--- config.mk ---
export PLATFORM = sky130hd
export DESIGN_NAME = nsp_slot_dir
export DESIGN_NICKNAME = d
export VERILOG_FILES = /design/src/sv/nsp_pkg.sv /design/src/sv/nsp_slot_dir.sv
export SDC_FILE = /design/constraint.sdc
export NUM_CORES = 1
export LEC_CHECK = 0
export BUFFER_PORTS_ARGS = -buffer_cell sky130_fd_sc_hd__buf_4
export CORE_MARGIN = 2
export CORE_UTILIZATION = 35
export DETAILED_ROUTE_END_ITERATION = 10
export GPL_TIMING_DRIVEN = 0
export SLEW_MARGIN = 20
export SYNTH_ARGS = -nofsm -noshare
export SYNTH_HDL_FRONTEND = slang
export SYNTH_SLANG_ARGS = --single-unit
--- constraint.sdc ---
create_clock -name clk -period 3.5 [get_ports clk]
set_input_delay 0.175 -clock clk [delete_from_list [all_inputs] [get_ports clk]]
set_output_delay 0.175 -clock clk [all_outputs]
set_load 0.05 [all_outputs]
--- src/sv/nsp_pkg.sv ---
// Shared types, codes and defaults of the nested section profiler.
package nsp_pkg;

    localparam int STACK_DEPTH_DEF = 16;
    localparam int SLOT_COUNT_DEF  = 16;
    localparam int RING_LEN_DEF    = 8;
    localparam int TAG_BITS_DEF    = 8;

    localparam logic [1:0] FN_BEGIN = 2'd0;
    localparam logic [1:0] FN_END   = 2'd1;
    localparam logic [1:0] FN_FIND  = 2'd2;
    localparam logic [1:0] FN_READ  = 2'd3;

    localparam logic [2:0] ST_OK          = 3'd0;
    localparam logic [2:0] ST_STACK_FULL  = 3'd1;
    localparam logic [2:0] ST_STACK_EMPTY = 3'd2;
    localparam logic [2:0] ST_TABLE_FULL  = 3'd3;
    localparam logic [2:0] ST_NOT_FOUND   = 3'd4;

    typedef struct packed {
        logic [1:0]  func;
        logic [7:0]  tag_id;
        logic [31:0] timestamp;
        logic [7:0]  phase;
        logic [3:0]  slot_sel;
        logic [2:0]  ring_sel;
    } req_t;

    typedef struct packed {
        logic [2:0]  status;
        logic [3:0]  slot;
        logic [31:0] duration;
        logic [31:0] calls;
        logic [31:0] total_cycles;
        logic [31:0] min_cycles;
        logic [31:0] max_cycles;
        logic [7:0]  phase_out;
        logic [31:0] drop_count;
    } rsp_t;

    typedef struct packed {
        logic [31:0] calls;
        logic [31:0] total_cycles;
        logic [31:0] min_cycles;
        logic [31:0] max_cycles;
    } stat_t;

    typedef struct packed {
        logic cmp_en;
        logic alloc_mode;
        logic alloc_en;
    } dir_ctl_t;

    typedef struct packed {
        logic hit;
        logic fresh;
    } dir_sts_t;

endpackage

--- src/sv/nsp_slot_dir.sv ---
// Slot directory: used flags, tags, registered match vector and first-hit encoder.
module nsp_slot_dir #(
    parameter int SLOT_COUNT = nsp_pkg::SLOT_COUNT_DEF,
    parameter int TAG_BITS   = nsp_pkg::TAG_BITS_DEF,
    localparam int SLOT_AW   = (SLOT_COUNT > 1) ? $clog2(SLOT_COUNT) : 1
) (
    input  logic               clk,
    input  logic               rst_n,
    input  nsp_pkg::dir_ctl_t  ctl,
    input  logic [TAG_BITS-1:0] cmp_tag,
    input  logic [SLOT_AW-1:0] qry_idx,
    output logic               qry_used,
    output logic [SLOT_AW-1:0] found,
    output nsp_pkg::dir_sts_t  sts
);

    logic [SLOT_COUNT-1:0] used_reg;
    logic [SLOT_COUNT-1:0] match_reg;
    logic [TAG_BITS-1:0]   tag_reg [SLOT_COUNT];
    logic [TAG_BITS-1:0]   hold_tag_reg;
    logic [SLOT_COUNT-1:0] low_hit;
    logic [SLOT_AW-1:0]    found_idx;

    always_ff @(posedge clk or negedge rst_n)
    begin
        if (!rst_n)
        begin
            used_reg <= '0;
        end
        else if (ctl.alloc_en)
        begin
            used_reg[found_idx] <= 1'b1;
        end
    end

    always_ff @(posedge clk)
    begin
        if (ctl.cmp_en)
        begin
            hold_tag_reg <= cmp_tag;
            for (int i = 0; i < SLOT_COUNT; i++)
            begin
                match_reg[i] <= used_reg[i] ? (tag_reg[i] == cmp_tag) : ctl.alloc_mode;
            end
        end
        if (ctl.alloc_en)
        begin
            tag_reg[found_idx] <= hold_tag_reg;
        end
    end

    // isolate the lowest set bit, then encode it
    assign low_hit = match_reg & (~match_reg + SLOT_COUNT'(1));

    always_comb
    begin
        found_idx = '0;
        for (int i = 0; i < SLOT_COUNT; i++)
        begin
            if (low_hit[i])
            begin
                found_idx = found_idx | SLOT_AW'(i);
            end
        end
    end

    assign found     = found_idx;
    assign sts.hit   = |match_reg;
    assign sts.fresh = !used_reg[found_idx];
    assign qry_used  = used_reg[qry_idx];

endmodule

Word level (Yosys, flattened, before mapping). Memories as Yosys holds them, arrays and structs flattened. Cells that the tools add are included.

Input port bits: 17. Logic and storage cells: 69. Output and inout port bits: 7. Bits in registers: 40. RAM bits: 128. Memories kept: 1.

Memory list: tag_reg (words 16, width 8, rd ports 16, clocked after memory_dff 0, write ports 1, line nsp_slot_dir.sv:19) `logic [TAG_BITS-1:0] tag_reg [SLOT_COUNT];`.

Mux-type cells: 39. Bitwise gates (word level): 3. Equal/unequal tests: 16. Reductions and logical operators: 3. $add $sub $neg: 1. Magnitude comparators: 3.

Operators with widths (number): 8-bit equality test (16); 4-bit 2-to-1 mux (8); 1-bit 2-to-1 mux (22); 16-bit by 1-bit adder with 16-bit output (second input constant) (1); 16-bit bitwise AND (1); 16-bit NOT (1); 16-bit OR (1); 16-bit OR reduction (1); 3-bit 2-to-1 mux (4); 4-bit by 5-bit less-than comparator with 1-bit output (second input constant) (2); 1-bit binary-select mux with 4-bit select (2); 1-bit demux with 4-bit select (1); 4-bit by 1-bit greater-or-equal comparator with 1-bit output (second input constant) (1); 2-bit 2-to-1 mux (2); 1-bit logical AND (1); 1-bit zero test (1).

Logic depth before layout (Yosys ltp).
Depth in word-level cells: 23. Mapped depth: 7. Depth with buffers taken out: 6.

Worst setup path before layout. Ideal clock, no wire load.

Path kind: register -> register. Start: register match_reg[0]. End: memory tag_reg[12][0] in the netlist's numbering, enable pin. Buffers on the path: 0. Arrival: 2927 ps. Path slack: 188 ps. Clock period less this slack: 3312 ps. Required time: 3115 ps. Setup time: 385 ps. Cell stages (with the launch flop): 5. Path through: edfxtp_1 or4_4 a21oi_1 nand2_1 nor3_1.

Elaborated cells on any way between the ends: 18. Classes of those cells: add/sub (1); mux (15); bitwise (2).

RTL lines: from (decl) (line nsp_slot_dir.sv:18) `logic [SLOT_COUNT-1:0] match_reg;`; from (signal, indexed assignment) (line nsp_slot_dir.sv:43) `match_reg[i] <= used_reg[i] ? (tag_reg[i] == cmp_tag) : ctl.alloc_mode;`; 16-bit NOT * (line nsp_slot_dir.sv:53) `assign low_hit = match_reg & (~match_reg + SLOT_COUNT'(1));`; 16-bit by 1-bit adder with 16-bit output * (line nsp_slot_dir.sv:53); 16-bit bitwise AND * (line nsp_slot_dir.sv:53); 3-bit 2-to-1 mux (4 in a row) (line nsp_slot_dir.sv:60) `if (low_hit[i])`; 4-bit 2-to-1 mux (7 in a row) (line nsp_slot_dir.sv:60); 4-bit 2-to-1 mux * (line nsp_slot_dir.sv:60); via found[2] (line nsp_slot_dir.sv:13) `output logic [SLOT_AW-1:0] found,`; to (decl) (line nsp_slot_dir.sv:19).

Mark *: on every way through the listed nets, which the timed path passes. The rest lies on a longest branch.

==> impl_metrics.env <==
export IMPL_status="completed"
export IMPL_fin_crit_sh=0.959
export IMPL_wl_met1_mm=8.09
export IMPL_design_die_area_mm2=0.0222
export IMPL_synth_distinct_cells=42
export IMPL_clockBufferDepth=2
export IMPL_synth_avg_cell_area_um2=14.9
export IMPL_period_needed_ns=3.36
export IMPL_reg2reg_from="match_reg[0]"
export IMPL_yosys_warnings=0
export IMPL_syn_area_mm2=0.00736
export IMPL_dr_wl_met2_mm=9.19
export IMPL_antenna_found_initial=0
export IMPL_async_reset_ff_frac=0.0952
export IMPL_cts_tree="built"
export IMPL_seq_area_mm2=0.00496
export IMPL_grt_pass1_wl_mm=27.6
export IMPL_firstDrtPassIters=4
export IMPL_vdd_drop_max_mv=0.332
export IMPL_rsz0062_at_grt="false"
export IMPL_place_congestion=0.920
export IMPL_reg2reg_depth=6
export IMPL_multi_input_area_mm2=0.00229
export IMPL_hpwl_mm=11.9
export IMPL_fmax_mhz=298
export IMPL_clkSinkCount=168
export IMPL_powerDensity_mw_per_mm2=559
export IMPL_slew_headroom=0.246
export IMPL_setup_viol=0
export IMPL_numCtsBuffers=17
export IMPL_htreeDepth=4
export IMPL_maxSlewViolCount=0
export IMPL_nets=561
export IMPL_grt_overflow=0
export IMPL_final_design_area_no_fill_mm2=0.00860
export IMPL_drc=0
export IMPL_grt_pass1_vias=4234
export IMPL_ys_ff_latch=168
export IMPL_insertion_delay_ns=0.43
export IMPL_hold_violations=0
export IMPL_ys_flop_type="edfxtp_1"
export IMPL_num_io_pins=24
export IMPL_worstSetupPathType="reg -> out"
export IMPL_startpoint_type="flop"
export IMPL_grt_max_degree=25
export IMPL_grt_usage=0.176
export IMPL_clkTransAtPathRegs_ns=0.06
export IMPL_largest_reg_flops=128
export IMPL_diodes=0
export IMPL_worstMarginPinSlew_ns=1.13
export IMPL_core_rowCount=53
export IMPL_die_h_um=149
export IMPL_hold_path_class="in -> async"
export IMPL_postPlaceCellArea_mm2=0.00788
export IMPL_final_setup_tns_ns=0
export IMPL_drt_iter0_markers=360
export IMPL_wl_per_cell_um=22.4
export IMPL_cts_root_buf="clkbuf_16"
export IMPL_drt_wl_total_mm=18.6
export IMPL_core_mm2=0.0208
export IMPL_port_buffers=23
export IMPL_cp_required_ns=3.32
export IMPL_highest_layer="met4"
export IMPL_ys_seq_area_frac=0.675
export IMPL_r2r_slack_ns=0.25
export IMPL_path_max_fanout=5
export IMPL_synthCells=493
export IMPL_p_leak_uw=0.00292
export IMPL_drive_gt1_frac=0.138
export IMPL_synth_enable_flop_cells=152
export IMPL_cp_arrival_ns=3.18
export IMPL_dieWidth_um=149
export IMPL_start_util=0.353
export IMPL_endpoint_kind="output pin"
export IMPL_nFillCells=1898
export IMPL_p_total_uw=4810
export IMPL_skew_ns=0.00569
export IMPL_hold_ws_ns=0.179
export IMPL_syn_num_nets=510
export IMPL_syn2layout_area_growth_pct=16.9
export IMPL_routed_via_count=4269
export IMPL_vias_per_cell=5.14
export IMPL_antenna_left=0
export IMPL_cap_violations=0
export IMPL_r2r_end="tag_reg[15][0]"
export IMPL_wl_met3_um=930
==> metrics by stage <==
stage,setup slack (ns),cells,utilization
finish,0.145,831,0.413
global route,0.0251,831,0.413
CTS,0.153,831,0.412
detailed placement,0.276,791,0.378
global placement,0.325,791,0.378
floorplan,0.188,493,-
==> cells by family (layout without fill, tap and decap cells) <==
family | after synthesis | count (layout) | synth area share
AOI/OAI and AO/OA | 50 | 50 | 0.0495
xor gates and xnor gates | 128 | 128 | 0.152
buffers and inverters | 29 | 92 | 0.0162
DFF | 168 | 168 | 0.675
muxes | 5 | 5 | 0.0153
and+or+nand+nor | 113 | 113 | 0.0917
==> Yosys cell counts, types with 7 or more instances <==
master | count | share of area
edfxtp_1 | 152 | 0.62
xor2_1 | 128 | 0.15
nor4_1 | 34 | 0.029
nand3_1 | 20 | 0.014
o21ai_0 | 19 | 0.013
dfrtp_1 | 16 | 0.054
clkbuf_1 | 14 | 0.0071
nor2_1 | 13 | 0.0066
nor3_1 | 11 | 0.0075
or2_1 | 11 | 0.0094
inv_1 | 9 | 0.0046
a211oi_1 | 7 | 0.0071
==> worst max-delay path: stages, from the launching register on <==
cell	delay [ns]
edfxtp_1	0.45
nor4b_1	0.31
o21ai_0	0.19
a2111oi_2	0.80
a2111oi_0	0.19
o31ai_1	0.31
nand4_1	0.23
buf_4	0.26
==> worst max path at each step <==
stage          depth (start not counted)           from  slack [ns]        endpoint
6_report                               7  match_reg[11]        0.14          sts[0]
3_5_place_dp                           6   match_reg[0]        0.28  tag_reg[15][7]
2_1_floorplan                          4   match_reg[0]        0.19  tag_reg[12][0]
3_3_place_gp                           6   match_reg[0]        0.33  tag_reg[15][1]
4_1_cts                                7   match_reg[0]        0.15          sts[0]
5_1_grt                                6   match_reg[0]        0.03  tag_reg[15][1]
==> per-layer routing <==
metal | vias up | GRT usage
li1 | 1951 | -
met2 | 118 | 0.291
met3 | 33 | 0.0346
met1 | 2167 | 0.233
met5 | - | 0
met4 | 0 | 0.0590
==> final cells by class <==
type | count | share of cell area
buffer | 20 | 0.0102
clock buffer | 20 | 0.0508
clock inverter | 11 | 0.0204
inverter | 9 | 0.00393
multi-input combinational | 296 | 0.267
sequential | 168 | 0.577
tap | 275 | 0.0400
timing repair buffer | 32 | 0.0306
==> power by group <==
part           internal (uW)  switching, uW  total, uW
clock                   1190            732       1920
combinational            166            272        438
sequential              2300            145       2450
==> repair_timing <==
action | in CTS | in global routing
setup endpoints to repair | 0 | 1
setup buffers | 0 | 0
hold endpoints to repair | 24 | 0
gates resized for setup | 0 | 2
hold buffers | 9 | 0
==> cell usage in the layout, fill, tap and decap left out, drive strengths merged, types with 3 or more instances in the layout <==
cell	synthesis	routed
a2111oi	4	4
a211oi	7	7
a21oi	3	3
buf	5	27
bufinv	0	4
clkbuf	15	36
clkinv	0	5
dfrtp	16	16
dlygate4sd3	0	9
edfxtp	152	152
inv	9	9
mux4	5	5
nand2	5	5
nand3	20	20
nor2	17	17
nor3	11	11
nor4	37	37
o21ai	20	20
o21bai	5	5
o31ai	3	3
o32ai	3	3
or2	11	11
or3	3	3
xor2	128	128
Power figures use the tool's default switching activity.
