==> src/sv/nsp_ram.sv <==
// Generic simple dual-port RAM with registered read.
module nsp_ram #(
    parameter int W     = 32,
    parameter int DEPTH = 16
) (
    input  logic                                   clk,
    input  logic                                   we,
    input  logic [((DEPTH > 1) ? $clog2(DEPTH) : 1)-1:0] waddr,
    input  logic [W-1:0]                           wdata,
    input  logic                                   re,
    input  logic [((DEPTH > 1) ? $clog2(DEPTH) : 1)-1:0] raddr,
    output logic [W-1:0]                           rdata
);

    logic [W-1:0] mem_reg [DEPTH];
    logic [W-1:0] rdata_reg;

    always_ff @(posedge clk)
    begin
        if (we)
        begin
            mem_reg[waddr] <= wdata;
        end
        if (re)
        begin
            rdata_reg <= mem_reg[raddr];
        end
    end

    assign rdata = rdata_reg;

endmodule

==> config.mk <==
export PLATFORM = sky130hd
export DESIGN_NAME = nsp_ram
export DESIGN_NICKNAME = d
export VERILOG_FILES = /design/src/sv/nsp_ram.sv
export SDC_FILE = /design/constraint.sdc
export NUM_CORES = 1
export LEC_CHECK = 0
export BUFFER_PORTS_ARGS = -buffer_cell sky130_fd_sc_hd__buf_2
export CAP_MARGIN = 15
export CORE_ASPECT_RATIO = 1.4
export CORE_MARGIN = 2
export CORE_UTILIZATION = 55
export DETAILED_ROUTE_END_ITERATION = 10
export PLACE_DENSITY = 0.83
export REMOVE_ABC_BUFFERS = 1
export SETUP_SLACK_MARGIN = 0.02
export SYNTH_ARGS = -nofsm -noshare
export SYNTH_HDL_FRONTEND = slang
export SYNTH_SLANG_ARGS = --single-unit
==> constraint.sdc <==
create_clock -name clk -period 3.5 [get_ports clk]
set_clock_uncertainty 0.15 [all_clocks]
set_input_delay 0.525 -clock clk [delete_from_list [all_inputs] [get_ports clk]]
set_output_delay 0.525 -clock clk [all_outputs]
set_load 0.1 [all_outputs]
; Word level (Yosys, flattened, before mapping)
; Memories as Yosys holds them, arrays and structs flattened. A register that Yosys moved wholly into a read port is not among the register bits.
; Index checks and enable logic that the tools add are counted.
[word_totals]
memories = 1
wordCells = 3
register_bits = 0
ram_bits = 512
out_inout_bits = 32
in_bits = 43
[memory_table]
columns = name, depth, word_bits, read_ports, rd_clocked_by_memory_dff, write_ports, line
row1 = mem_reg, 16, 32, 1, 1, 1, 15  ; logic [W-1:0] mem_reg [DEPTH];
[op_classes]
muxes = 2
[op_table]
columns = op, n
row1 = $mux W1, 2

; Logic depth before layout (Yosys ltp)
; Gate-level depths: netlist (run 1).
[depth]
ltp_word = 2
mapped_depth = 5
depth_no_buf = 3

; Worst setup path before layout (run 1)
; No wires, ideal clock.
[synth_path]
kind = in2reg
start = in waddr[2] in the netlist's numbering
end = mem mem_reg[0][0], enable pin
required_ns = 2.889
n_path_buf = 0
arrival_ns = 3.243
slack_ns = -0.355
stages = 2
setup_time_ns = 0.461
path_cell_list = or3b_2 > nor3_1
[synth_lines]
columns = element, line
row1 = start: declaration, 8  ; input logic [((DEPTH > 1) ? $clog2(DEPTH) : 1)-1:0] waddr,
row2 = end: declaration, 15
; No word-level cell before the write port.

==> results of run 1 <==
## worst reg2reg max path, stage by stage, from the launching register on
cell	delay [ns]
edfxtp_1	0.39
mux4_2	0.50
a22oi_1	0.34
nand2_1	0.09
## cell usage in the layout, fill, tap and decap left out, drive strengths merged
cell type  Yosys  final
edfxtp       544    544
mux4         128    128
buf           26    109
a22oi         64     64
clkbuf        17     57
nand2         33     33
clkinv         0     16
nor2          13     13
nor3           4      4
nor2b          2      2
nand3b         2      2
nand2b         2      2
bufinv         0      2
clkinvlp       0      2
and2           1      1
nand3          1      1
or3b           1      1
inv            0      1
## through the flow
| stage | utilization, % | cells | instance area (um2) | hold WS, ns | power [W] |
|---|---|---|---|---|---|
| 4_1_cts | 62.6 | 1449 | 22800 | 0.162 | 0.0131 |
| 5_1_grt | 62.6 | 1449 | 22800 | 0.185 | 0.0133 |
| 3_3_place_gp | 58.8 | 1372 | 21400 | 0.573 | 0.00835 |
| 3_5_place_dp | 58.8 | 1372 | 21400 | 0.586 | 0.00839 |
| 2_1_floorplan | - | 795 | 20000 | 0.474 | 0.00802 |
| 6_report | 62.6 | 1449 | 22800 | 0.188 | 0.0130 |
## routing by layer
layer  global-route usage [%]  share of wire [%]  routed length (um)
met4                     10.4                4.0                1770
met3                     4.82                7.7                3460
met1                     29.6                 36               16000
met5                        0              0.029                  13
met2                     40.0                 52               23300
## final timing paths
kind,start,endpoint,slack (ns),depth (start not counted)
hold / removal,wdata[20],mem_reg[0][20],0.19,1
setup reg to reg,mem_reg[3][4],rdata[4],1.78,3
setup / recovery,raddr[0],rdata[24],1.32,5
hold reg to reg,mem_reg[12][19],rdata[19],0.60,3
## cell type report
type,instances,area share (%)
sequential,544,71.6
clock buffer,56,5.30
tap,467,2.56
clock inverter,21,0.675
timing repair buffer,110,3.41
multi-input combinational,251,16.4
## where the power goes
| group | leakage (nW) | total, W | switching (W) | internal [W] |
|---|---|---|---|---|
| combinational | 1.65 | 0.000876 | 0.000611 | 0.000265 |
| clock | 0.660 | 0.00476 | 0.00217 | 0.00259 |
| sequential | 4.94 | 0.00739 | 0.0000495 | 0.00734 |
## cells by family (layout without fill, tap and decap cells)
kind of cell,after synthesis,count (layout),synth area share [%]
AO/OA/AOI/OAI,64,64,2.38
buffers and inverters,43,187,1.10
flip-flops,544,544,81.0
multiplexers,128,128,14.3
AND/OR/NAND/NOR,59,59,1.25
==> results.cfg, run 1 <==
[cts]
clock_sinks = 544
clk_pin_slew_ns = 0.06
cts_buffers = 45
cts_resized = 0
root_buffer = clkbuf_16
cts-htree-levels = 2
cts_tree = built
post_cts_buffers = 0
clockBufferDepth = 3
clock_latency_ns = 0.56
hold_buffers = 0

[route]
drtIter0Drc = 1082
drt_pass1_iterations = 5
drt_drc_violations_left = 0
drt_wl_total_mm = 44.6
vias_per_cell = 6.53
ant_nets = 0
num_vias = 9460
wl_per_cell_um = 30.8

[logic_synthesis]
yosys.area.top_type_share_pct = 81.0
yosysTopAreaCell = edfxtp_1
synth-edff-count = 544
ys_seq_elements = 544
synthArstFlopShare_pct = 0
synth_area_leaders = edfxtp_1 81%, mux4_2 14%, a22oi_1 2.4%
ys.flop_type = edfxtp_1
avgSynthCellArea_um2 = 24.1
synth_cell_type_count = 17
yosysWarnings = 0
syn_inst = 838
synth_commonest_cells = 544 x edfxtp_1, 128 x mux4_2, 64 x a22oi_1, 33 x nand2_1, 17 x clkbuf_1
synth.most_common_cell = edfxtp_1
synth_area_mm2 = 0.0202
seq_area_frac_synth_pct = 81.0

[grt]
grt_pass1_wl_mm = 65.3
grt_max_degree = 61
grt-ovfl-total = 0
grt_pass1_vias = 10020
track_usage_pct = 23.5
antenna_found_initial = 1

[final_layout]
multi_input_area_mm2 = 0.00375
largest_reg_flops = 512
finalNetCount = 995
syn2layout_area_growth_pct = 13.1
antenna_cells = 0
fillers = 2234
seq_area_mm2 = 0.0163
drive_gt1_share_pct = 32.2

[floorplanning]
die-area_mm2 = 0.0383
start_util_pct = 55.3
die_h_um = 231
fp.dieW_um = 166
rows = 83
core_mm2 = 0.0365
io_pins = 75

[sta]
slew_headroom_pct = 22.1
finalMaxSlewViolations = 0
finalHoldViolCount = 0
fin_crit_ns = 2.18
finalSetupViolations = 0
worstMarginPinSlew_ns = 1.17
clock.fmax_mhz = 458
post-route-period-util_pct = 62.4
rsz0062_at_grt = no
fin_ws_ns = 1.32
fin_setup_tns_ns = 0

[place]
io_buffers = 74
gp_congestion = 0.726
dp_slack_ns = 0.752
dp_hpwl_mm = 22.2

[critical_path]
startpoint_type = input port
arrival_ns = 2.34
crit_required_ns = 3.66
critical_path.slowest_cell = mux4_2
critPathMaxStageDelay_ns = 0.53
path_buf_inv = 2
path_class = input port to flip-flop
crit_chain = clkbuf_8 > buf_12 > mux4_2 > a22oi_1 > nand2_1
crit_family = buffers and inverters
worstSetupEndpointType = flip-flop
path_max_fanout = 47

[pwr]
peakVddDrop_mv = 0.337
p_per_area_mw_per_mm2 = 571
leakage_nw = 7.26

[outcome]
status = completed

[flow_run]
maxCapViolCount = 0

[min_path]
hold_class = input port to flip-flop
Power figures use the tool's default switching activity.
==> inputs of run 2 (changes only) <==
--- a/config.mk
+++ b/config.mk
@@ -5,6 +5,7 @@
 export SDC_FILE = /design/constraint.sdc
 export NUM_CORES = 1
 export LEC_CHECK = 0
+export ABC_AREA = 1
 export BUFFER_PORTS_ARGS = -buffer_cell sky130_fd_sc_hd__buf_2
 export CAP_MARGIN = 15
 export CORE_ASPECT_RATIO = 1.4
==> constraint.sdc (replaced) <==
create_clock -name clk -period 1.8 [get_ports clk]
set_clock_uncertainty 0.15 [all_clocks]
set_input_delay 0.27 -clock clk [delete_from_list [all_inputs] [get_ports clk]]
set_output_delay 0.27 -clock clk [all_outputs]
set_load 0.1 [all_outputs]
==> results.cfg, run 2 <==
[final_layout]
syn2layout_area_growth_pct = 14.9
drive_gt1_share_pct = 10.0
fin_area_mm2 = 0.0265
antenna_cells = 0
final_cell_mix = 677 x nand2_1, 544 x edfxtp_1, 387 x inv_1
fillers = 2767
largest_reg_flops = 512
multi_input_area_mm2 = 0.00467
final_common_cell = nand2_1
instances_no_fill = 2819
fin_util_pct = 64.2
seq_area_mm2 = 0.0163
finalNetCount = 2288

[route]
drt_wl_total_mm = 55.6
num_vias = 15784
drt_pass1_iterations = 6
vias_per_cell = 5.60
drt_drc_violations_left = 0
ant_nets = 0
wl_per_cell_um = 19.7
drtIter0Drc = 1846

[grt]
track_usage_pct = 25.9
grt_pass1_wl_mm = 85.6
grt-ovfl-total = 0
antenna_found_initial = 0
grt_max_degree = 64
grt_pass1_vias = 16149

[critical_path]
critPathMaxStageDelay_ns = 0.43
crit_family = buffers and inverters
arrival_ns = 1.34
crit_required_ns = 1.38
worstSetupEndpointType = primary output
path_buf_inv = 1
critical_path.slowest_cell = buf_2
cp.depth = 1
startpoint_type = flip-flop
path_max_fanout = 1
path_class = flip-flop to primary output
crit_chain = buf_2
r2r_cells = 6

[place]
dp_hpwl_mm = 31.4
gp_congestion = 0.819
dp.cells = 2704
io_buffers = 74
place_area_mm2 = 0.0247

[cts]
clock_sinks = 544
cts_buffers = 47
cts_tree = built
clockBufferDepth = 3
post_cts_buffers = 0
clk_pin_slew_ns = 0.07
root_buffer = clkbuf_16
cts-htree-levels = 2
clock_latency_ns = 0.57

[floorplanning]
die-area_mm2 = 0.0436
fp.dieW_um = 177
io_pins = 75
die_h_um = 246
start_util_pct = 55.8
core_mm2 = 0.0413
rows = 88

[logic_synthesis]
ys_seq_elements = 544
synth_area_leaders = edfxtp_1 71%, nand2_1 11%, nand3_1 8.4%
avgSynthCellArea_um2 = 10.9
ys.flop_type = edfxtp_1
synth_area_mm2 = 0.0231
yosysWarnings = 0
synth_cell_type_count = 14
yosysTopAreaCell = edfxtp_1
synthArstFlopShare_pct = 0
seq_area_frac_synth_pct = 70.9
synth.most_common_cell = nand2_1
syn_inst = 2120
synth-edff-count = 544
yosys.area.top_type_share_pct = 70.9
synth_commonest_cells = 677 x nand2_1, 544 x edfxtp_1, 388 x inv_1, 385 x nand3_1, 41 x buf_2

[sta]
post-route-period-util_pct = 97.7
worstMarginPinSlew_ns = 0.533
slew_headroom_pct = 64.5
clock.fmax_mhz = 568
fin_crit_ns = 1.76
fin_setup_tns_ns = 0
rsz0062_at_grt = no
finalHoldViolCount = 0
finalMaxSlewViolations = 0
finalSetupViolations = 0

[min_path]
whs_path_depth = 2
hold_class = input port to flip-flop

[pwr]
p_per_area_mw_per_mm2 = 987
peakVddDrop_mv = 0.707
total_power_w = 0.0261
leakage_nw = 11.2

[outcome]
status = completed

[flow_run]
maxCapViolCount = 0
[run 2: cell types whose count changed in the layout (fill, tap and decap cells not counted), sizes merged, moves of 32 or more]
cell and delta:
nand2 +644, inv +390, nand3 +384, mux4 -128, a22oi -64, buf +39, dlygate4sd3 +32
[run 2: final timing paths]
check	end	startpoint	slack, ns
worst min register to register	rdata[0]	mem_reg[10][0]	0.59
worst max-delay path	rdata[13]	rdata[13]	0.04
worst min-delay path	rdata[2]	re	0.06
worst max register to register	rdata[16]	mem_reg[1][16]	0.40
[run 2: report_power, final]
part | switching [W] | internal, W
Combinational | 0.00165 | 0.000619
Sequential | 0.0000856 | 0.0143
Clock | 0.00434 | 0.00519
Total | 0.00607 | 0.0201
[run 2: cells by family after synthesis]
logic type    synth area share, %
flops                        70.9
simple gates                 19.7
buf+inv                      9.41
[run 2: cell type report]
| cell class | instances | share of cell area, % |
|---|---|---|
| Clock buffer | 60 | 4.70 |
| Tap cell | 540 | 2.55 |
| Multi-Input combinational cell | 1081 | 17.6 |
| Inverter | 390 | 5.55 |
| Sequential cell | 544 | 61.7 |
| Timing Repair Buffer | 181 | 7.25 |
| Clock inverter | 23 | 0.666 |
[run 2: stage by stage]
stage | hold slack (ns) | setup slack [ns]
final | 0.0605 | 0.0409
after global routing | 0.0651 | 0.0211
after CTS | 0.0506 | 0.0256
after detailed placement | 0.504 | -0.00129
after global placement | 0.483 | 0.0758
after floorplan | 0.219 | -1.03
[run 2: routing by layer]
| metal | routed length, um | track usage (%) | part of all wire [%] |
|---|---|---|---|
| met2 | 28300 | 44.4 | 51 |
| met1 | 19000 | 31.1 | 34 |
| met3 | 5750 | 4.20 | 10 |
| met4 | 2580 | 14.7 | 4.6 |
| met5 | 0 | 0 | 0 |
[run 2: worst register-to-register path: stages (launching register included)]
cell      delay (ns)
edfxtp_1        0.37
inv_1           0.07
nand2_1         0.08
nand3_1         0.13
nand3_1         0.10
nand3_1         0.10
nand2_1         0.13
[run 2: repair_timing]
action / CTS / global route
hold endpoints to repair: 512 / 0
gates resized for setup: 12 / 1
endpoints found under the setup margin: 12 / 1
hold buffers: 32 / 0
