$ cat src/sv/nsp_pkg.sv
// Shared types, codes and defaults of the nested section profiler.
package nsp_pkg;

    localparam int STACK_DEPTH_DEF = 16;
    localparam int SLOT_COUNT_DEF  = 16;
    localparam int RING_LEN_DEF    = 8;
    localparam int TAG_BITS_DEF    = 8;

    localparam logic [1:0] FN_BEGIN = 2'd0;
    localparam logic [1:0] FN_END   = 2'd1;
    localparam logic [1:0] FN_FIND  = 2'd2;
    localparam logic [1:0] FN_READ  = 2'd3;

    localparam logic [2:0] ST_OK          = 3'd0;
    localparam logic [2:0] ST_STACK_FULL  = 3'd1;
    localparam logic [2:0] ST_STACK_EMPTY = 3'd2;
    localparam logic [2:0] ST_TABLE_FULL  = 3'd3;
    localparam logic [2:0] ST_NOT_FOUND   = 3'd4;

    typedef struct packed {
        logic [1:0]  func;
        logic [7:0]  tag_id;
        logic [31:0] timestamp;
        logic [7:0]  phase;
        logic [3:0]  slot_sel;
        logic [2:0]  ring_sel;
    } req_t;

    typedef struct packed {
        logic [2:0]  status;
        logic [3:0]  slot;
        logic [31:0] duration;
        logic [31:0] calls;
        logic [31:0] total_cycles;
        logic [31:0] min_cycles;
        logic [31:0] max_cycles;
        logic [7:0]  phase_out;
        logic [31:0] drop_count;
    } rsp_t;

    typedef struct packed {
        logic [31:0] calls;
        logic [31:0] total_cycles;
        logic [31:0] min_cycles;
        logic [31:0] max_cycles;
    } stat_t;

    typedef struct packed {
        logic cmp_en;
        logic alloc_mode;
        logic alloc_en;
    } dir_ctl_t;

    typedef struct packed {
        logic hit;
        logic fresh;
    } dir_sts_t;

endpackage

$ cat src/sv/nsp_stat_upd.sv
// Slot statistics and ring position update for a completed section.
module nsp_stat_upd #(
    parameter int RING_LEN = nsp_pkg::RING_LEN_DEF,
    localparam int RP_W    = (RING_LEN > 1) ? $clog2(RING_LEN) : 1
) (
    input  nsp_pkg::stat_t  old_stat,
    input  logic [RP_W-1:0] old_pos,
    input  logic            old_full,
    input  logic [31:0]     dt,
    output nsp_pkg::stat_t  new_stat,
    output logic [RP_W-1:0] new_pos,
    output logic            new_full
);

    logic [31:0] calls_inc;
    logic [RP_W:0] pos_inc;
    logic        wrap;

    assign calls_inc = old_stat.calls + 32'd1;
    assign pos_inc   = {1'b0, old_pos} + (RP_W + 1)'(1);
    assign wrap      = (pos_inc == (RP_W + 1)'(RING_LEN));

    always_comb
    begin
        new_stat.calls        = calls_inc;
        new_stat.total_cycles = old_stat.total_cycles + dt;
        new_stat.min_cycles   = ((calls_inc == 32'd1) || (dt < old_stat.min_cycles)) ?
                                dt : old_stat.min_cycles;
        new_stat.max_cycles   = (dt > old_stat.max_cycles) ? dt : old_stat.max_cycles;
        new_pos               = wrap ? '0 : pos_inc[RP_W-1:0];
        new_full              = old_full | wrap;
    end

endmodule

$ cat config.mk
export PLATFORM = sky130hd
export DESIGN_NAME = nsp_stat_upd
export DESIGN_NICKNAME = d
export VERILOG_FILES = /design/src/sv/nsp_pkg.sv /design/src/sv/nsp_stat_upd.sv
export SDC_FILE = /design/constraint.sdc
export NUM_CORES = 1
export LEC_CHECK = 0
export ABC_AREA = 1
export BUFFER_PORTS_ARGS = -buffer_cell sky130_fd_sc_hd__buf_2
export CELL_PAD_IN_SITES_DETAIL_PLACEMENT = 0
export CELL_PAD_IN_SITES_GLOBAL_PLACEMENT = 1
export CORE_AREA = 2 2 150 152
export DETAILED_ROUTE_END_ITERATION = 10
export DIE_AREA = 0 0 152 154
export GPL_ROUTABILITY_DRIVEN = 0
export PLACE_DENSITY = 0.75
export SYNTH_ARGS = -nofsm -noshare
export SYNTH_HDL_FRONTEND = slang
export SYNTH_SLANG_ARGS = --single-unit
$ cat constraint.sdc
create_clock -name vclk -period 2.3
set_input_delay 0.345 -clock vclk [all_inputs]
set_output_delay 0.345 -clock vclk [all_outputs]
set_load 0.05 [all_outputs]
Word level (Yosys, flattened, before mapping)
Index checks and enable logic that the tools add are counted.

cells by class
  equality and inequality tests = 2
  reductions and logical operators = 1
  bitwise operators = 1
  order comparisons = 2
  muxes and demuxes = 3
  add/sub/neg operators = 3

operator list
  kind                     number
  $mux W32                 2
  $add A32 B1 Y32 const B  1
  $add A32 B32 Y32         1
  $eq A32 B1 Y1 const B    1
  $gt A32 B32 Y1           1
  $lt A32 B32 Y1           1
  $add A3 B1 Y4 const B    1
  $eq A4 B4 Y1 const B     1
  $mux W3                  1
  $logic_or A1 B1 Y1       1
  $or A1 B1 Y1             1

storage, ports and cells
  bits in registers = 0
  input port bits = 164
  word-level logic and storage cells = 12

Longest topological paths before layout
Gate-level depths: netlist of run 1.

  word-level depth = 4
  gate-level depth with buffers = 16
  gate-level depth less buffers = 15

Worst setup path after synthesis of run 1
OpenSTA, ideal clock, no wires.

  kind = input port to output port
  from = in old_stat[96] (netlist name)
  to = out new_stat[33] (netlist name)
  buffers on the path = 1
  cell stages on the path = 15
  path slack = -0.641 ns
  arrival = 2.596 ns
  cell sequence = inv_1 -> nor2_8 -> nand2_4 -> nor2_4 -> nand2_1 -> nand2_1 -> nand2_1 -> nor2_1 -> nand2_1 -> nor2_1 -> nand3_2 -> nand2_4 -> buf_6 -> nand2_1 -> nand2_1

RTL lines
  what             RTL line            source
  start, declared  nsp_stat_upd.sv:6   input nsp_pkg::stat_t old_stat,
  end, declared    nsp_stat_upd.sv:10  output nsp_pkg::stat_t new_stat,

==> results.json, run 1 <==
{
  "tightest_slew_ps": 395.1,
  "overflow": 0,
  "die_h_um": 154,
  "n_sequential_cell": 0,
  "period_needed_ps": 2770,
  "min_path_type": "in -> out",
  "critPathMaxFanout": 8,
  "post-route-util_pct": 65.05,
  "fin_hold_ws_ps": 1028,
  "clock.fmax_mhz": 361.0,
  "end_kind": "output pin",
  "yosysMostFrequentCell": "nand2_1",
  "violations": "negative setup slack",
  "slew_violations": 0,
  "hold_depth": 4,
  "io_pins": 296,
  "n_fill_cell": 1692,
  "netlist_top_cells_area": "nand2_1, ha_1, inv_1, nand3_1, a21oi_1",
  "die_area_um2": 23410,
  "post_drt_wl_per_cell_um": 17.88,
  "power_density_nw_per_um2": 369.9,
  "startpoint_type": "primary input",
  "start_util_pct": 24.74,
  "syn-cell-area_um2": 5365,
  "grtUsageTotal_pct": 24.23,
  "place_ws_ps": -661.1,
  "rows": 54,
  "vias": 9275,
  "min-delay-start": "old_stat[8]",
  "maxCapViolations": 0,
  "setup_tns_ps": -29670,
  "seqCellArea_um2": 0,
  "synth_top_area_share_pct": 24.42,
  "final_antenna_net_count": 0,
  "avgSynthCellArea_um2": 5.376,
  "setup_ws_ps": -470.3,
  "core_um2": 21690,
  "drt_iter0_markers": 365,
  "die_w_um": 152,
  "drt_first_pass_iters": 5,
  "setup_viol": 85,
  "synth_common_cells": "nand2_1, inv_1, ha_1",
  "fin_crit_sh_pct": 120.4,
  "nClkBuffers": 0,
  "rsz0062_at_grt": "yes",
  "whs_endpoint": "new_stat[8]",
  "areaGrowthSynthToFinish_pct": 162.9,
  "drt_wl_total_um": 33240,
  "arrival_ps": 2430,
  "hold_viol": 0,
  "drive_gt1_share_pct": 67.03,
  "avgViaCountPerCell": 4.989,
  "required_ps": 1960,
  "place_hpwl_um": 23440,
  "grt_max_degree": 17,
  "synthCells": 998,
  "status": "complete, but fails checks",
  "grt_pass1_wl_um": 46150,
  "syn_nets": 1260,
  "grt_pass1_vias": 8953,
  "leakagePower_nw": 6.936,
  "synth_warnings": 0,
  "irDropWorstVdd_mv": 0.2206,
  "synth.distinct_cells": 36,
  "critical_path_class": "in -> out",
  "yosysSeqAreaShare_pct": 0,
  "relSlewSlack_pct": 73.57,
  "postCtsHoldBufs": 0,
  "antenna_found_initial": 4,
  "numPortBuffers": 296,
  "post-route-drc-count": 0,
  "yosysTopAreaCell": "nand2_1",
  "fin_nets": 1838
}
-- power breakdown --
group            internal [W]       total (W)  switching, W
Combinational         0.00221         0.00522       0.00301
Clock          0.000000000291  0.000000000291             0
Sequential                  0               0             0
-- cell families after synthesis --
kind of cell / after synthesis / share of synthesized area, %
xor gates and xnor gates: 30 / 4.898
AOI/OAI and AO/OA: 133 / 13.78
buffers and inverters: 143 / 10.49
adders and majority gates: 98 / 22.99
and+or+nand+nor: 594 / 47.83
-- through the flow --
stage	power [W]	instances	cell area (um2)
floorplan	0.002381	998	6281
finish	0.005219	1859	14110
detailed placement	0.003670	1805	10040
CTS	0.004634	1840	12480
global route	0.005460	1857	14100
global placement	0.003646	1805	10040
-- timing repair --
action / in CTS / in global routing
setup endpoints to repair: 88 / 90
cloned: 9 / 3
gates resized for setup: 519 / 328
buffers inserted: 26 / 25
pin swaps: 43 / 108
-- layout by cell type, fill, tap and decap left out, types with 6 or more instances in the layout --
cell | netlist | layout
a21oi_1 | 77 | 49
a21oi_2 | 0 | 20
a21oi_4 | 0 | 8
buf_12 | 0 | 17
buf_16 | 0 | 8
buf_2 | 3 | 172
buf_4 | 0 | 256
buf_6 | 3 | 70
buf_8 | 0 | 67
ha_1 | 97 | 53
ha_4 | 0 | 42
inv_1 | 125 | 110
inv_2 | 0 | 10
nand2_1 | 349 | 148
nand2_2 | 4 | 61
nand2_4 | 2 | 142
nand3_1 | 91 | 13
nand3_2 | 2 | 45
nand3_4 | 0 | 35
nand3b_1 | 17 | 17
nand4_1 | 16 | 16
nor2_1 | 93 | 61
nor2_2 | 2 | 23
nor2_4 | 5 | 16
o21ai_0 | 28 | 6
o21ai_1 | 2 | 17
o21ai_2 | 0 | 6
xnor2_2 | 0 | 6
xor2_1 | 21 | 6
xor2_4 | 0 | 10
-- routing by layer --
layer,global-route usage [%],routed length (um),vias to the layer above
li1,-,-,4454
met1,28.94,12730,4345
met2,44.77,17100,383
met3,3.439,2072,93
met4,7.343,1338,0
met5,0,0,-
-- worst max-delay path by stage --
| stage | slack [ps] | cells past startpoint | startpoint | end |
|---|---|---|---|---|
| 3_5_place_dp | -660 | 16 | old_stat[96] | new_stat[46] |
| 3_3_place_gp | -630 | 17 | old_stat[96] | new_stat[50] |
| 2_1_floorplan | -290 | 15 | old_stat[96] | new_stat[33] |
| 5_1_grt | -620 | 17 | old_stat[103] | new_stat[45] |
| 6_report | -470 | 17 | old_stat[96] | new_stat[45] |
| 4_1_cts | -540 | 17 | old_stat[96] | new_stat[35] |
-- worst max-delay path, cell delays in order --
cell and delay (ps):
buf_8 80, buf_6 90, clkinvlp_4 120, nor2_8 190, nand2_4 80, buf_6 120
nand2_1 60, nand2_2 80, nor2_4 90, nand3_2 100, nor3_4 260, nand3_4 160
nand2_8 160, clkbuf_16 200, nand2_4 70, nand2_4 80, buf_12 130
-- area by class of cell --
class	count	area, um2	share of cell area (%)
multi-input combinational	855	8039	56.98
antenna	5	12.51	0.08869
timing repair buffer	594	5220	37.00
inverter	125	485.5	3.441
tap	280	350.3	2.483
Power figures use the tool's default switching activity.
==> run 2, diff against run 1 <==
- CELL_PAD_IN_SITES_DETAIL_PLACEMENT: 0 -> not set
- CELL_PAD_IN_SITES_GLOBAL_PLACEMENT: 1 -> not set
- PLACE_DENSITY: 0.75 -> 0.51
- REMOVE_ABC_BUFFERS: not set -> 1
==> run 2 against run 1 <==
Against the previous run: the flow still finishes with violations (negative setup slack); critical path type unchanged; first-iteration DRC count rose by 6.0%; global-route usage fell by 1.3 points; core utilization fell by 4.5 points.
==> results.json, run 2 (same netlist as run 1, synthesis figures left out) <==
{
  "die_w_um": 152,
  "fin_nets": 1811,
  "cpMaxStageDelayCell": "nor2_4",
  "grt_pass1_vias": 9035,
  "n_sequential_cell": 0,
  "critPathMaxFanout": 5,
  "final_antenna_net_count": 0,
  "drt_wl_total_um": 31340,
  "fin_crit_sh_pct": 119.0,
  "n_fill_cell": 1810,
  "fin_area_um2": 13120,
  "drt_iter0_markers": 387,
  "setup_viol": 81,
  "leakagePower_nw": 6.534,
  "grt_pass1_wl_um": 44860,
  "clock.fmax_mhz": 365.3,
  "end_kind": "output pin",
  "place_hpwl_um": 21930,
  "die_area_um2": 23410,
  "grt_max_degree": 33,
  "avgViaCountPerCell": 4.942,
  "arrival_ps": 2390,
  "period_needed_ps": 2737,
  "post_drt_wl_per_cell_um": 17.07,
  "drive_gt1_share_pct": 63.35,
  "slew_violations": 0,
  "vias": 9073,
  "grtUsageTotal_pct": 22.95,
  "die_h_um": 154,
  "start_util_pct": 24.74,
  "whs_endpoint": "new_pos[0]",
  "cp.depth": 19,
  "final_cell_mix": "buf_4, nand2_1, buf_2",
  "io_pins": 296,
  "post-route-drc-count": 0,
  "areaGrowthSynthToFinish_pct": 144.6,
  "setup_ws_ps": -437.1,
  "setup_tns_ps": -22400,
  "worst_path_most_repeated_cell": "nand2_1",
  "layout_commonest_cell": "buf_4",
  "required_ps": 1960,
  "hold_depth": 3,
  "rsz0062_at_grt": "yes",
  "core_um2": 21690,
  "status": "complete, but fails checks",
  "fin_hold_ws_ps": 1020,
  "drt_first_pass_iters": 6,
  "numPortBuffers": 296,
  "violations": "negative setup slack",
  "tightest_slew_ps": 310.5,
  "overflow": 0,
  "path_buf_inv": 4,
  "placed_area_um2": 9035,
  "relSlewSlack_pct": 79.16,
  "slowest_delay_ps": 170,
  "nClkBuffers": 0,
  "crit_family": "simple AND/OR/NAND/NOR gates",
  "postCtsHoldBufs": 0,
  "critical_path_class": "in -> out",
  "maxCapViolations": 0,
  "hold_viol": 0,
  "min_path_type": "in -> out",
  "power_density_nw_per_um2": 378.2,
  "seqCellArea_um2": 0,
  "rows": 54,
  "antenna_found_initial": 9,
  "min-delay-start": "old_pos[0]",
  "crit_chain": "buf_8, ha_4, nand2_4, nor2_4, nand2_2, nor2_4, nand2_1, nand2_1, nand2_1, nor2_1, nand2_1, nor2_2, nand3_4, nand2_4, buf_12, buf_12, nand2_1, nand2_1, buf_6",
  "startpoint_type": "primary input",
  "irDropWorstVdd_mv": 0.2102
}
## run 2: cell count changes in the layout (fill, tap and decap cells not counted), moves of 13 or more
| cell | previous run | this run |
|---|---|---|
| buf_4 | 256 | 243 |
| buf_6 | 70 | 52 |
| nand2_1 | 148 | 170 |
| nand2_2 | 61 | 118 |
| nand2_4 | 142 | 66 |
| nand3_1 | 13 | 36 |
| nand3_4 | 35 | 21 |
## run 2: what timing repair did
| action | in CTS | in global routing |
|---|---|---|
| cloned | 8 | 4 |
| endpoints found under the setup margin | 88 | 89 |
| pin swaps | 93 | 133 |
| resized for setup | 545 | 331 |
| endpoints found under the hold margin | 0 | 0 |
| setup buffers | 34 | 17 |
## run 2: area by class of cell
cell class | count | area [um2] | share of cell area [%]
well taps | 280 | 350.3 | 2.669
repair buffers | 567 | 5010 | 38.17
multi-input cells | 855 | 7264 | 55.35
diodes | 9 | 22.52 | 0.1716
inverters | 125 | 476.7 | 3.632
## run 2: worst max-delay path by stage
stage	from	end	slack, ps
global placement	old_stat[96]	new_stat[42]	-620
global route	old_stat[97]	new_stat[48]	-600
floorplan	old_stat[31]	new_stat[0]	-1230
detailed placement	old_stat[96]	new_stat[42]	-640
CTS	old_stat[97]	new_stat[61]	-430
finish	old_stat[97]	new_stat[48]	-440
## run 2: per-stage QoR
stage	utilization [%]	worst slack (ps)	total power, W	std cells
6_report	60.51	-437.1	0.004964	1836
3_5_place_dp	41.66	-643.6	0.003445	1779
5_1_grt	60.50	-600.0	0.005210	1835
2_1_floorplan	-	-1225	0.002022	980
3_3_place_gp	41.66	-624.0	0.003442	1779
4_1_cts	53.88	-428.7	0.004462	1817
## run 2: report_power, final
part           leakage [nW]  switching (W)    internal [W]
clock network     0.0000570              0  0.000000000524
registers                 0              0               0
logic                  6.53        0.00284         0.00212
## run 2: routing by layer
metal / up-vias / GRT usage [%] / part of all wire (%)
met2: 371 / 43.61 / 53
met4: 2 / 8.278 / 5.5
met1: 4196 / 26.53 / 37
li1: 4395 / - / -
met3: 109 / 2.283 / 4.7
met5: - / 0 / 0.041
